File: src/rtl/core/bfh_pkg.sv
package bfh_pkg;

    localparam int FILTER_BITS = 65536;
    localparam int NUM_FILTERS = 3;
    localparam int POS_W       = $clog2(FILTER_BITS);
    localparam int FSEL_W      = 2;
    localparam int ROW_W       = (NUM_FILTERS > 1) ? $clog2(NUM_FILTERS) : 1;
    localparam int ADDR_W      = ROW_W + POS_W;
    localparam int DEPTH       = NUM_FILTERS * FILTER_BITS;
    localparam int NUM_HASH    = 5;
    localparam int QUEUE_DEPTH = 4;
    localparam int QPTR_W      = $clog2(QUEUE_DEPTH);

    localparam logic [31:0] BKDR_SEED = 32'd131;
    localparam logic [31:0] DJB_START = 32'd5381;
    localparam logic [31:0] JS_START  = 32'd1315423911;
    localparam logic [31:0] RS_MULT   = 32'd378551;
    localparam logic [31:0] RS_START  = 32'd63689;

    typedef enum logic [0:0] {
        OP_INSERT = 1'b0,
        OP_QUERY  = 1'b1
    } op_t;

    // One finished key as handed from the hash front to the filter back
    typedef struct packed {
        op_t                                  op;
        logic                                 in_range;
        logic [ROW_W-1:0]                     row;
        logic [NUM_HASH-1:0][POS_W-1:0]       pos;
    } key_req_t;

    typedef enum logic [1:0] {
        ST_CLEAR,
        ST_IDLE,
        ST_ACCESS,
        ST_FINISH
    } back_state_t;

    // Bit position: hash masked to 31 bits, modulo a power-of-two size
    function automatic logic [POS_W-1:0] hash_pos(input logic [31:0] h);
        logic [30:0] m;
        begin
            m = h[30:0];
            hash_pos = POS_W'(m % FILTER_BITS);
        end
    endfunction

endpackage

File: src/rtl/core/bfh_queue.sv
module bfh_queue (
    input  logic              clk,
    input  logic              rst_n,
    input  logic              wr_en,
    input  bfh_pkg::key_req_t wr_data,
    output logic              q_full,
    input  logic              rd_en,
    output bfh_pkg::key_req_t rd_data,
    output logic              q_empty
);
    import bfh_pkg::*;

    key_req_t          mem_reg [QUEUE_DEPTH];
    logic [QPTR_W-1:0] wp_reg, rp_reg;
    logic [QPTR_W:0]   cnt_reg;

    assign q_full  = (cnt_reg == (QPTR_W+1)'(QUEUE_DEPTH));
    assign q_empty = (cnt_reg == '0);
    assign rd_data = mem_reg[rp_reg];

    // Store requests
    always_ff @(posedge clk)
    begin
        if (wr_en && !q_full)
            mem_reg[wp_reg] <= wr_data;
    end

    // Advance pointers and count
    always_ff @(posedge clk or negedge rst_n)
    begin
        if (!rst_n)
        begin
            wp_reg  <= '0;
            rp_reg  <= '0;
            cnt_reg <= '0;
        end
        else
        begin
            if (wr_en && !q_full)
                wp_reg <= wp_reg + 1'b1;
            if (rd_en && !q_empty)
                rp_reg <= rp_reg + 1'b1;
            cnt_reg <= cnt_reg + (QPTR_W+1)'(wr_en && !q_full)
                               - (QPTR_W+1)'(rd_en && !q_empty);
        end
    end

endmodule

File: config.mk
export PLATFORM = sky130hd
export DESIGN_NAME = bfh_queue
export DESIGN_NICKNAME = d
export VERILOG_FILES = /design/src/rtl/core/bfh_pkg.sv /design/src/rtl/core/bfh_queue.sv
export SDC_FILE = /design/constraint.sdc
export NUM_CORES = 1
export LEC_CHECK = 0
export ABC_AREA = 1
export BUFFER_PORTS_ARGS = -buffer_cell sky130_fd_sc_hd__clkbuf_2
export CORE_ASPECT_RATIO = 1.2
export CORE_MARGIN = 4
export CORE_UTILIZATION = 50
export CTS_BUF_LIST = sky130_fd_sc_hd__clkbuf_4
export CTS_CLUSTER_DIAMETER = 30
export DETAILED_ROUTE_END_ITERATION = 8
export PLACE_DENSITY = 0.72
export SETUP_SLACK_MARGIN = 0.15
export SLEW_MARGIN = 20
export SYNTH_ARGS = -nofsm -noshare
export SYNTH_HDL_FRONTEND = slang
export SYNTH_SLANG_ARGS = --single-unit
File: constraint.sdc
create_clock -name clk -period 5.9 [get_ports clk]
set_input_delay 0.295 -clock clk [delete_from_list [all_inputs] [get_ports clk]]
set_output_delay 0.295 -clock clk [all_outputs]
set_load 0.005 [all_outputs]
==> flow_summary.ini <==
[run_status]
status = completed

[synthesis]
synth-compound-area-share_pct = 6.17
synth_xor_area_share_pct = 0
synth_simple_gate_area_share_pct = 12.4
syn_area_per_cell_sq_um = 12.1
synth_top_family_by_area = simple AND/OR/NAND/NOR gates
synthMuxAreaShare_pct = 0
synth_nets = 1217
synthAdderAreaFrac_pct = 0.698
ys_warn_count = 0
synth_cell_types = 18
synth_area_sq_um = 13600
synth_edf_count = 336
synth_area_leaders = edfxtp_1 74%, nand2_1 7.5%, o21ai_0 5.3%
synth.ff_latch_count = 343
ys.flop_type = edfxtp_1
yosys.area.top_type_share_pct = 74.0
synth_async_sr_flop_share_pct = 2.04
yosysMostFrequentCell = edfxtp_1
synth-seq-area-share_pct = 75.3
syn-instance-count = 1122
yosys.area.top_type = edfxtp_1
synthTopCellsByCount = 336 x edfxtp_1, 271 x nand2_1, 173 x nor2_1

[sta]
setup_tns_ns = 0
min_period_ns = 3.37
rsz0062_at_grt = no
setup_viol = 0
skew_ns = 0.0562
slew_headroom_pct = 31.1
drv_slew = 0
finalHoldViolCount = 0
tightest_slew_ns = 1.03
layout_worst_path_cycle_share_pct = 57.1
fin_hold_ws_ns = 0.378
fmax_mhz = 297

[worst_setup_path]
critical_path.reg2reg.endpoint = mem_reg[3][53]$_DFFE_PP_
critPathKind = reg -> out
rrSetupSlack_ns = 3.14
cp.arrival_ns = 3.08
endpoint = rd_data[81]
end_kind = output pin
reg2regPathDepth = 5
timing.rr.start = cnt_reg[1]$_DFF_PN0_
crit_fanout = 63
crit_start = rp_reg[0]$_DFFE_PN0P_
cp-start-kind = register
critPathRequiredTime_ns = 5.61

[route]
route.detailed.drc = 0
post_drt_wl_per_cell_um = 15.6
dr.first_iter.drc_count = 696
drt_wl_total_mm = 28.2
firstDrtPassIters = 4
vias_per_cell = 4.91
vias = 8880
drtAntennaViolNets = 0

[floorplanning]
ios = 174
die_w_um = 159
start_util_pct = 51.2
dieArea_sq_um = 30000
row_count = 65
die_h_um = 189
core_sq_um = 26600

[cts]
cts_tree = yes
h-tree-depth = 3
cts_buffers = 83
cts.path.max_buffers = 3
clkTransAtPathRegs_ns = 0.06
post_cts_buffers = 0
cts_root_buffer = clkbuf_4
worst_skew_pair.late_latency_ns = 0.67
clock-sinks = 343

[place]
dpl_cell_area_sq_um = 14700
gp_congestion = 0.773
place_inst = 1583
port-buffer-count = 173
hpwl_mm = 16.3

[layout]
final_core_util_pct = 62.1
instances_no_fill = 1809
regArea_sq_um = 10300
final_nets = 1516
stdcell_area_sq_um = 16500
multi_input_area_sq_um = 2660
area_growth_pct = 21.2
largest_reg_flops = 336
fill_cells = 2062
drive_gt1_share_pct = 20.9

[global_route]
grt_antenna_before_repair = 2
grt_pass1_wl_mm = 46.1
grt_overflow_total = 0
grt_max_degree = 108
grt_usage_pct = 19.0
grt_pass1_vias = 9318

[worst_hold_path]
hold_path_class = in -> reg

[run]
max-cap-violations = 0

[power]
ir_worst_vdd_mv = 0.331
powerDensity_nw_per_um2 = 461
p_leak_nw = 6.78
[power breakdown]
part           internal (W)  total [W]  leakage, nW  switching, W
clock              0.000956    0.00182        0.592      0.000861
sequential          0.00321    0.00337         3.16      0.000161
combinational      0.000815    0.00244         3.03       0.00162
total               0.00498    0.00762         6.78       0.00264
[per-layer routing]
layer  global-route usage [%]  share of wire, %
met1                     22.9                41
met2                     33.1                51
met3                     4.35               6.1
met4                     8.18               2.5
met5                        0                 0
[cells in the final DEF (no fill, tap or decap), drive strengths merged]
master       count
nor2           173
dlygate4sd3     88
diode            2
bufinv           2
o21ai          168
clkbuf         284
ha               6
fa               1
clkinv          20
edfxtp         336
nand2          271
inv            103
buf              8
nand3b           1
nand3            4
dfrtp            7
[area by class of cell]
type | instances | area share (%)
well taps | 335 | 2.54
inverters | 100 | 2.30
diodes | 2 | 0.0303
multi-input cells | 624 | 16.1
repair buffers | 269 | 10.9
clock inverters | 25 | 0.916
clock buffers | 111 | 5.04
flip-flops and latches | 343 | 62.1
[per-stage QoR]
stage | worst slack, ns | total power, W
final | 2.53 | 0.00762
after global placement | 3.23 | 0.00581
after floorplan | 1.21 | 0.00501
after CTS | 2.42 | 0.00774
after detailed placement | 3.14 | 0.00585
after global routing | 2.26 | 0.00823
[logic make-up after synthesis]
logic type / count (synthesis)
and+or+nand+nor: 449
buffers and inverters: 155
adders and majority gates: 7
AOI/OAI and AO/OA: 168
DFF: 343
[timing repair]
item,CTS,global route
resized for setup,0,0
hold buffers,88,0
endpoints found under the hold margin,347,0
[worst max-delay path, stage by stage (launching register included)]
cell,delay (ns)
dfrtp_4,0.72
inv_2,0.76
buf_4,0.48
o21ai_0,0.18
nand2_1,0.09
clkbuf_2,0.12
[how the worst min path moves through the flow]
stage	startpoint	endpoint	slack, ns	cells after the start
2_1_floorplan	rst_n	cnt_reg[0]$_DFF_PN0_	-0.0006	0
3_3_place_gp	rst_n	wp_reg[1]$_DFFE_PN0P_	0.14	1
3_5_place_dp	rst_n	wp_reg[1]$_DFFE_PN0P_	0.15	1
4_1_cts	wr_data[14]	mem_reg[3][14]$_DFFE_PP_	0.32	2
5_1_grt	wr_data[64]	mem_reg[1][64]$_DFFE_PP_	0.35	2
6_report	wr_data[14]	mem_reg[3][14]$_DFFE_PP_	0.38	2
Power figures use the tool's default switching activity.
