File: src/rtl/core/bfh_pkg.sv
package bfh_pkg;

    localparam int FILTER_BITS = 65536;
    localparam int NUM_FILTERS = 3;
    localparam int POS_W       = $clog2(FILTER_BITS);
    localparam int FSEL_W      = 2;
    localparam int ROW_W       = (NUM_FILTERS > 1) ? $clog2(NUM_FILTERS) : 1;
    localparam int ADDR_W      = ROW_W + POS_W;
    localparam int DEPTH       = NUM_FILTERS * FILTER_BITS;
    localparam int NUM_HASH    = 5;
    localparam int QUEUE_DEPTH = 4;
    localparam int QPTR_W      = $clog2(QUEUE_DEPTH);

    localparam logic [31:0] BKDR_SEED = 32'd131;
    localparam logic [31:0] DJB_START = 32'd5381;
    localparam logic [31:0] JS_START  = 32'd1315423911;
    localparam logic [31:0] RS_MULT   = 32'd378551;
    localparam logic [31:0] RS_START  = 32'd63689;

    typedef enum logic [0:0] {
        OP_INSERT = 1'b0,
        OP_QUERY  = 1'b1
    } op_t;

    // One finished key as handed from the hash front to the filter back
    typedef struct packed {
        op_t                                  op;
        logic                                 in_range;
        logic [ROW_W-1:0]                     row;
        logic [NUM_HASH-1:0][POS_W-1:0]       pos;
    } key_req_t;

    typedef enum logic [1:0] {
        ST_CLEAR,
        ST_IDLE,
        ST_ACCESS,
        ST_FINISH
    } back_state_t;

    // Bit position: hash masked to 31 bits, modulo a power-of-two size
    function automatic logic [POS_W-1:0] hash_pos(input logic [31:0] h);
        logic [30:0] m;
        begin
            m = h[30:0];
            hash_pos = POS_W'(m % FILTER_BITS);
        end
    endfunction

endpackage

File: src/rtl/core/bfh_front.sv
module bfh_front (
    input  logic              clk,
    input  logic              rst_n,
    input  logic              push,
    input  logic              op,
    input  logic [1:0]        filter_select,
    input  logic [7:0]        key_byte,
    input  logic              last,
    input  logic              q_full,
    output logic              q_push,
    output bfh_pkg::key_req_t q_data,
    output logic              full
);
    import bfh_pkg::*;

    logic [31:0] bkdr_reg, ap_reg, djb_reg, js_reg, rs_reg, rsf_reg;
    logic [31:0] bkdr_next, ap_next, djb_next, js_next, rs_next, rsf_next;
    logic        par_reg, par_next;
    logic [31:0] c;
    logic        take;

    assign full = q_full;
    assign take = push && !q_full;
    assign c    = {{24{key_byte[7]}}, key_byte};

    // Advance the five hashes by one byte
    always_comb
    begin
        bkdr_next = bkdr_reg * BKDR_SEED + c;
        if (!par_reg)
            ap_next = ap_reg ^ ((ap_reg << 7) ^ c ^ (ap_reg >> 3));
        else
            ap_next = ap_reg ^ ~((ap_reg << 11) ^ c ^ (ap_reg >> 5));
        par_next = ~par_reg;
        djb_next = djb_reg + (djb_reg << 5) + c;
        js_next  = js_reg ^ ((js_reg << 5) + c + (js_reg >> 2));
        rs_next  = rs_reg * rsf_reg + c;
        rsf_next = rsf_reg * RS_MULT;
    end

    // Hold hashes between bytes; restart them after the last byte
    always_ff @(posedge clk or negedge rst_n)
    begin
        if (!rst_n)
        begin
            bkdr_reg <= '0;
            ap_reg   <= '0;
            djb_reg  <= DJB_START;
            js_reg   <= JS_START;
            rs_reg   <= '0;
            rsf_reg  <= RS_START;
            par_reg  <= 1'b0;
        end
        else if (take)
        begin
            if (last)
            begin
                bkdr_reg <= '0;
                ap_reg   <= '0;
                djb_reg  <= DJB_START;
                js_reg   <= JS_START;
                rs_reg   <= '0;
                rsf_reg  <= RS_START;
                par_reg  <= 1'b0;
            end
            else
            begin
                bkdr_reg <= bkdr_next;
                ap_reg   <= ap_next;
                djb_reg  <= djb_next;
                js_reg   <= js_next;
                rs_reg   <= rs_next;
                rsf_reg  <= rsf_next;
                par_reg  <= par_next;
            end
        end
    end

    // Classify the finished key into a request for the back
    always_comb
    begin
        q_push           = take && last;
        q_data.op        = op_t'(op);
        q_data.in_range  = ({30'd0, filter_select} < 32'(NUM_FILTERS));
        q_data.row       = ROW_W'(filter_select);
        q_data.pos[0]    = hash_pos(bkdr_next);
        q_data.pos[1]    = hash_pos(ap_next);
        q_data.pos[2]    = hash_pos(djb_next);
        q_data.pos[3]    = hash_pos(js_next);
        q_data.pos[4]    = hash_pos(rs_next);
    end

endmodule

File: config.mk
export PLATFORM = sky130hd
export DESIGN_NAME = bfh_front
export DESIGN_NICKNAME = d
export VERILOG_FILES = /design/src/rtl/core/bfh_pkg.sv /design/src/rtl/core/bfh_front.sv
export SDC_FILE = /design/constraint.sdc
export NUM_CORES = 1
export LEC_CHECK = 0
export BUFFER_PORTS_ARGS = -buffer_cell sky130_fd_sc_hd__buf_2
export CELL_PAD_IN_SITES_DETAIL_PLACEMENT = 0
export CELL_PAD_IN_SITES_GLOBAL_PLACEMENT = 1
export CORE_MARGIN = 3
export CORE_UTILIZATION = 50
export CTS_CLUSTER_SIZE = 25
export DETAILED_ROUTE_END_ITERATION = 8
export PLACE_DENSITY_LB_ADDON = 0.1
export SETUP_SLACK_MARGIN = 0.1
export SLEW_MARGIN = 5
export SYNTH_ARGS = -nofsm -noshare
export SYNTH_HDL_FRONTEND = slang
export SYNTH_SLANG_ARGS = --single-unit
File: constraint.sdc
create_clock -name clk -period 8.1 [get_ports clk]
set_clock_uncertainty 0.1 [all_clocks]
set_input_delay 0.405 -clock clk [delete_from_list [all_inputs] [get_ports clk]]
set_output_delay 0.405 -clock clk [all_outputs]
set_load 0.03 [all_outputs]
==> results_dict.tcl <==
set metrics [dict create \
    synth_nets 2360 \
    maxCapViolCount 0 \
    critPathArrivalTime_ns 6.93 \
    antenna_found_initial 1 \
    hp-class "reg2reg" \
    avgViaCountPerCell 5.41 \
    postLayoutCoreUtil_pct 55.4 \
    fp.dieArea_sq_um 37900 \
    path_clk_slew_ns 0.06 \
    synthMuxAreaShare_pct 1.24 \
    root_buffer "clkbuf_16" \
    wl_per_cell_um 19.1 \
    fp-row-count 68 \
    grt_first_pass_wirelength_um 75500 \
    synthAdderAreaFrac_pct 37.9 \
    dp_hpwl_um 35700 \
    met1_usage_pct 34.5 \
    grt_pass1_vias 13700 \
    grt_max_degree 70 \
    die_y_um 195 \
    yosysWarnings 0 \
    io_buffers 99 \
    ant_nets 0 \
    finalHoldViolCount 0 \
    first_pass_iters 5 \
    post-route-period-util_pct 91.8 \
    globalplace.congestion 0.860 \
    start_util_pct 51.1 \
    cp_max_fo 23 \
    numCtsBuffers 17 \
    synth_enable_flop_cells 0 \
    htreeDepth 4 \
    drc 0 \
    ys_seq_area_share_pct 18.4 \
    grtUsageMet2_pct 42.3 \
    synth_xor_area_share_pct 11.4 \
    clock_latency_ns 0.44 \
    antenna_cells 0 \
    grt_usage_pct 25.3 \
    fmax_mhz 135 \
    numClockSinks 129 \
    synth_area_per_cell_sq_um 9.24 \
    required_ns 7.60 \
    synth_ff_type "dfrtp_1" \
    met3_usage_pct 3.24 \
    final_max_slew_viol_count 0 \
    worstSetupStartpointType "register" \
    grt_most_used_layer "met2" \
    cts_tree "yes" \
    worst_slew_pin_slew_ns 1.10 \
    drt-initial-drc-count 587 \
    setup_violations 0 \
    ctsLongestPathBuffers 2 \
    synth_compound_area_share_pct 11.8 \
    syn2layout_area_growth_pct 8.34 \
    nNetsFinal 2406 \
    synth-simple-area-share_pct 11.0 \
    crit_type "reg2out" \
    end_kind "primary output" \
    syn-cell-area_sq_um 17800 \
    relSlewSlack_pct 26.6 \
    n_fill_cell 3185 \
    vias 13200 \
    routed_wl_um 46600 \
    status "finished, final reports clean" \
    synthCells 1924 \
    async_reset_ff_share_pct 100 \
    core_area_sq_um 34800 \
    yosysUniqueCellTypes 64 \
    rsz0062_at_grt "false" \
    finalSetupTns_ns 0 \
    min_period_ns 7.43 \
    io_pins 102 \
    chipWidth_um 195 \
    overflow 0 \
    synth-seq-cells 129 \
    drive_gt1_share_pct 9.88 \
    synth_top_family_by_area "adder cells" \
]
## placed cells by master (no fill, tap or decap), types with 8 or more instances in the layout
cell type and instances:
a21o_1 21, nand2_1 156, a21oi_1 91, and2_1 88, a22o_1 38, inv_1 292, nor3_1 31, nand3_1 17
o22a_1 10, mux2i_1 22, dfrtp_1 96, fa_1 198, o21ai_1 59, xnor2_1 179, clkbuf_16 17, buf_2 97
buf_4 19, nor2b_1 12, a31oi_1 8, dfstp_2 32, xor2_1 53, nor2_1 77, ha_1 222, o21ai_0 31
## worst max-delay path, stage by stage, from the launching register on
cell and delay, ns:
dfstp_2 0.84, and2_1 0.23, fa_1 0.45, fa_1 0.50
fa_1 0.51, inv_1 0.06, fa_1 0.53, inv_1 0.04
ha_1 0.29, ha_1 0.31, fa_1 0.54, inv_1 0.05
fa_1 0.52, inv_1 0.04, ha_1 0.33, a21boi_1 0.22
o21a_1 0.16, o21ai_1 0.08, a21oi_1 0.31, xnor2_1 0.22
buf_2 0.25
## cells by family after synthesis
logic type / after synthesis
buf+inv: 385
simple gates: 413
compound gates: 323
fa+ha+maj: 420
flops: 129
xor+xnor: 232
mux: 22
## metal layers
layer  share of wire, %  routed length (um)  vias up
li1                   -                   -     6314
met1                 45               20900     6526
met2                 48               22400      290
met3                4.2                1960       59
met4                2.7                1250        0
met5                  0                   0        -
## stage by stage
step	worst slack, ns	area (sq um)	hold WS [ns]	std cells
6_report	0.665	19300	0.388	2438
5_1_grt	0.381	19300	0.426	2438
4_1_cts	0.576	19300	0.390	2438
3_5_place_dp	1.07	18600	0.380	2405
3_3_place_gp	1.12	18600	0.376	2405
2_1_floorplan	1.28	17800	0.00941	1924
## final timing paths
path / cells after the start / endpoint / from / slack (ns)
max: 20 / q_data[79] / rsf_reg[0] / 0.67
max in group asynchronous: 3 / rsf_reg[10] / rst_n / 6.05
min in group asynchronous: 2 / ap_reg[29] / rst_n / 0.46
min: 2 / djb_reg[0] / djb_reg[0] / 0.39
max reg2reg: 20 / rs_reg[15] / rsf_reg[0] / 1.47
min reg2reg: 2 / djb_reg[0] / djb_reg[0] / 0.39
## final cells by class
cell class / count / area (sq um) / area share [%]
multi-input cells: 1410 / 13100 / 67.8
flip-flops and latches: 129 / 3270 / 17.0
inverters: 294 / 1100 / 5.73
repair buffers: 118 / 649 / 3.37
well taps: 455 / 569 / 2.96
clock buffers: 21 / 470 / 2.44
clock inverters: 11 / 135 / 0.701
## synthesized netlist by cell type (all sizes together) (3+ instances only)
| cell | number | area (sq um) |
|---|---|---|
| a31oi | 9 | 62.6 |
| o21ai | 90 | 450 |
| fa | 198 | 3960 |
| nand2b | 7 | 43.8 |
| inv | 294 | 1100 |
| buf | 16 | 83.8 |
| and2 | 88 | 551 |
| o41ai | 4 | 35.0 |
| a41oi | 3 | 26.3 |
| xnor2 | 179 | 1570 |
| o21bai | 7 | 52.6 |
| nand3 | 17 | 85.1 |
| nor2 | 78 | 293 |
| mux2i | 22 | 220 |
| a21o | 22 | 166 |
| a31o | 6 | 52.6 |
| xor2 | 53 | 464 |
| a21oi | 92 | 464 |
| o22a | 10 | 87.6 |
| o21a | 6 | 45.0 |
| a21boi | 4 | 30.0 |
| ha | 222 | 2780 |
| dfrtp | 97 | 2430 |
| nor2b | 13 | 81.3 |
| or3 | 6 | 37.5 |
| a22o | 38 | 333 |
| o31ai | 6 | 50.1 |
| nand2 | 156 | 586 |
| o2111ai | 4 | 35.0 |
| clkbuf | 75 | 282 |
| dfstp | 32 | 841 |
| and3 | 7 | 43.8 |
| nor3 | 31 | 155 |
| a211oi | 8 | 65.1 |
## repair_timing
action	CTS	global route
setup buffers	0	0
gates resized for setup	0	0
hold buffers	1	0
endpoints found under the hold margin	56	0
Power is not shown: default switching activity piles up to over one toggle a cycle in this logic, so the estimate is an artifact.
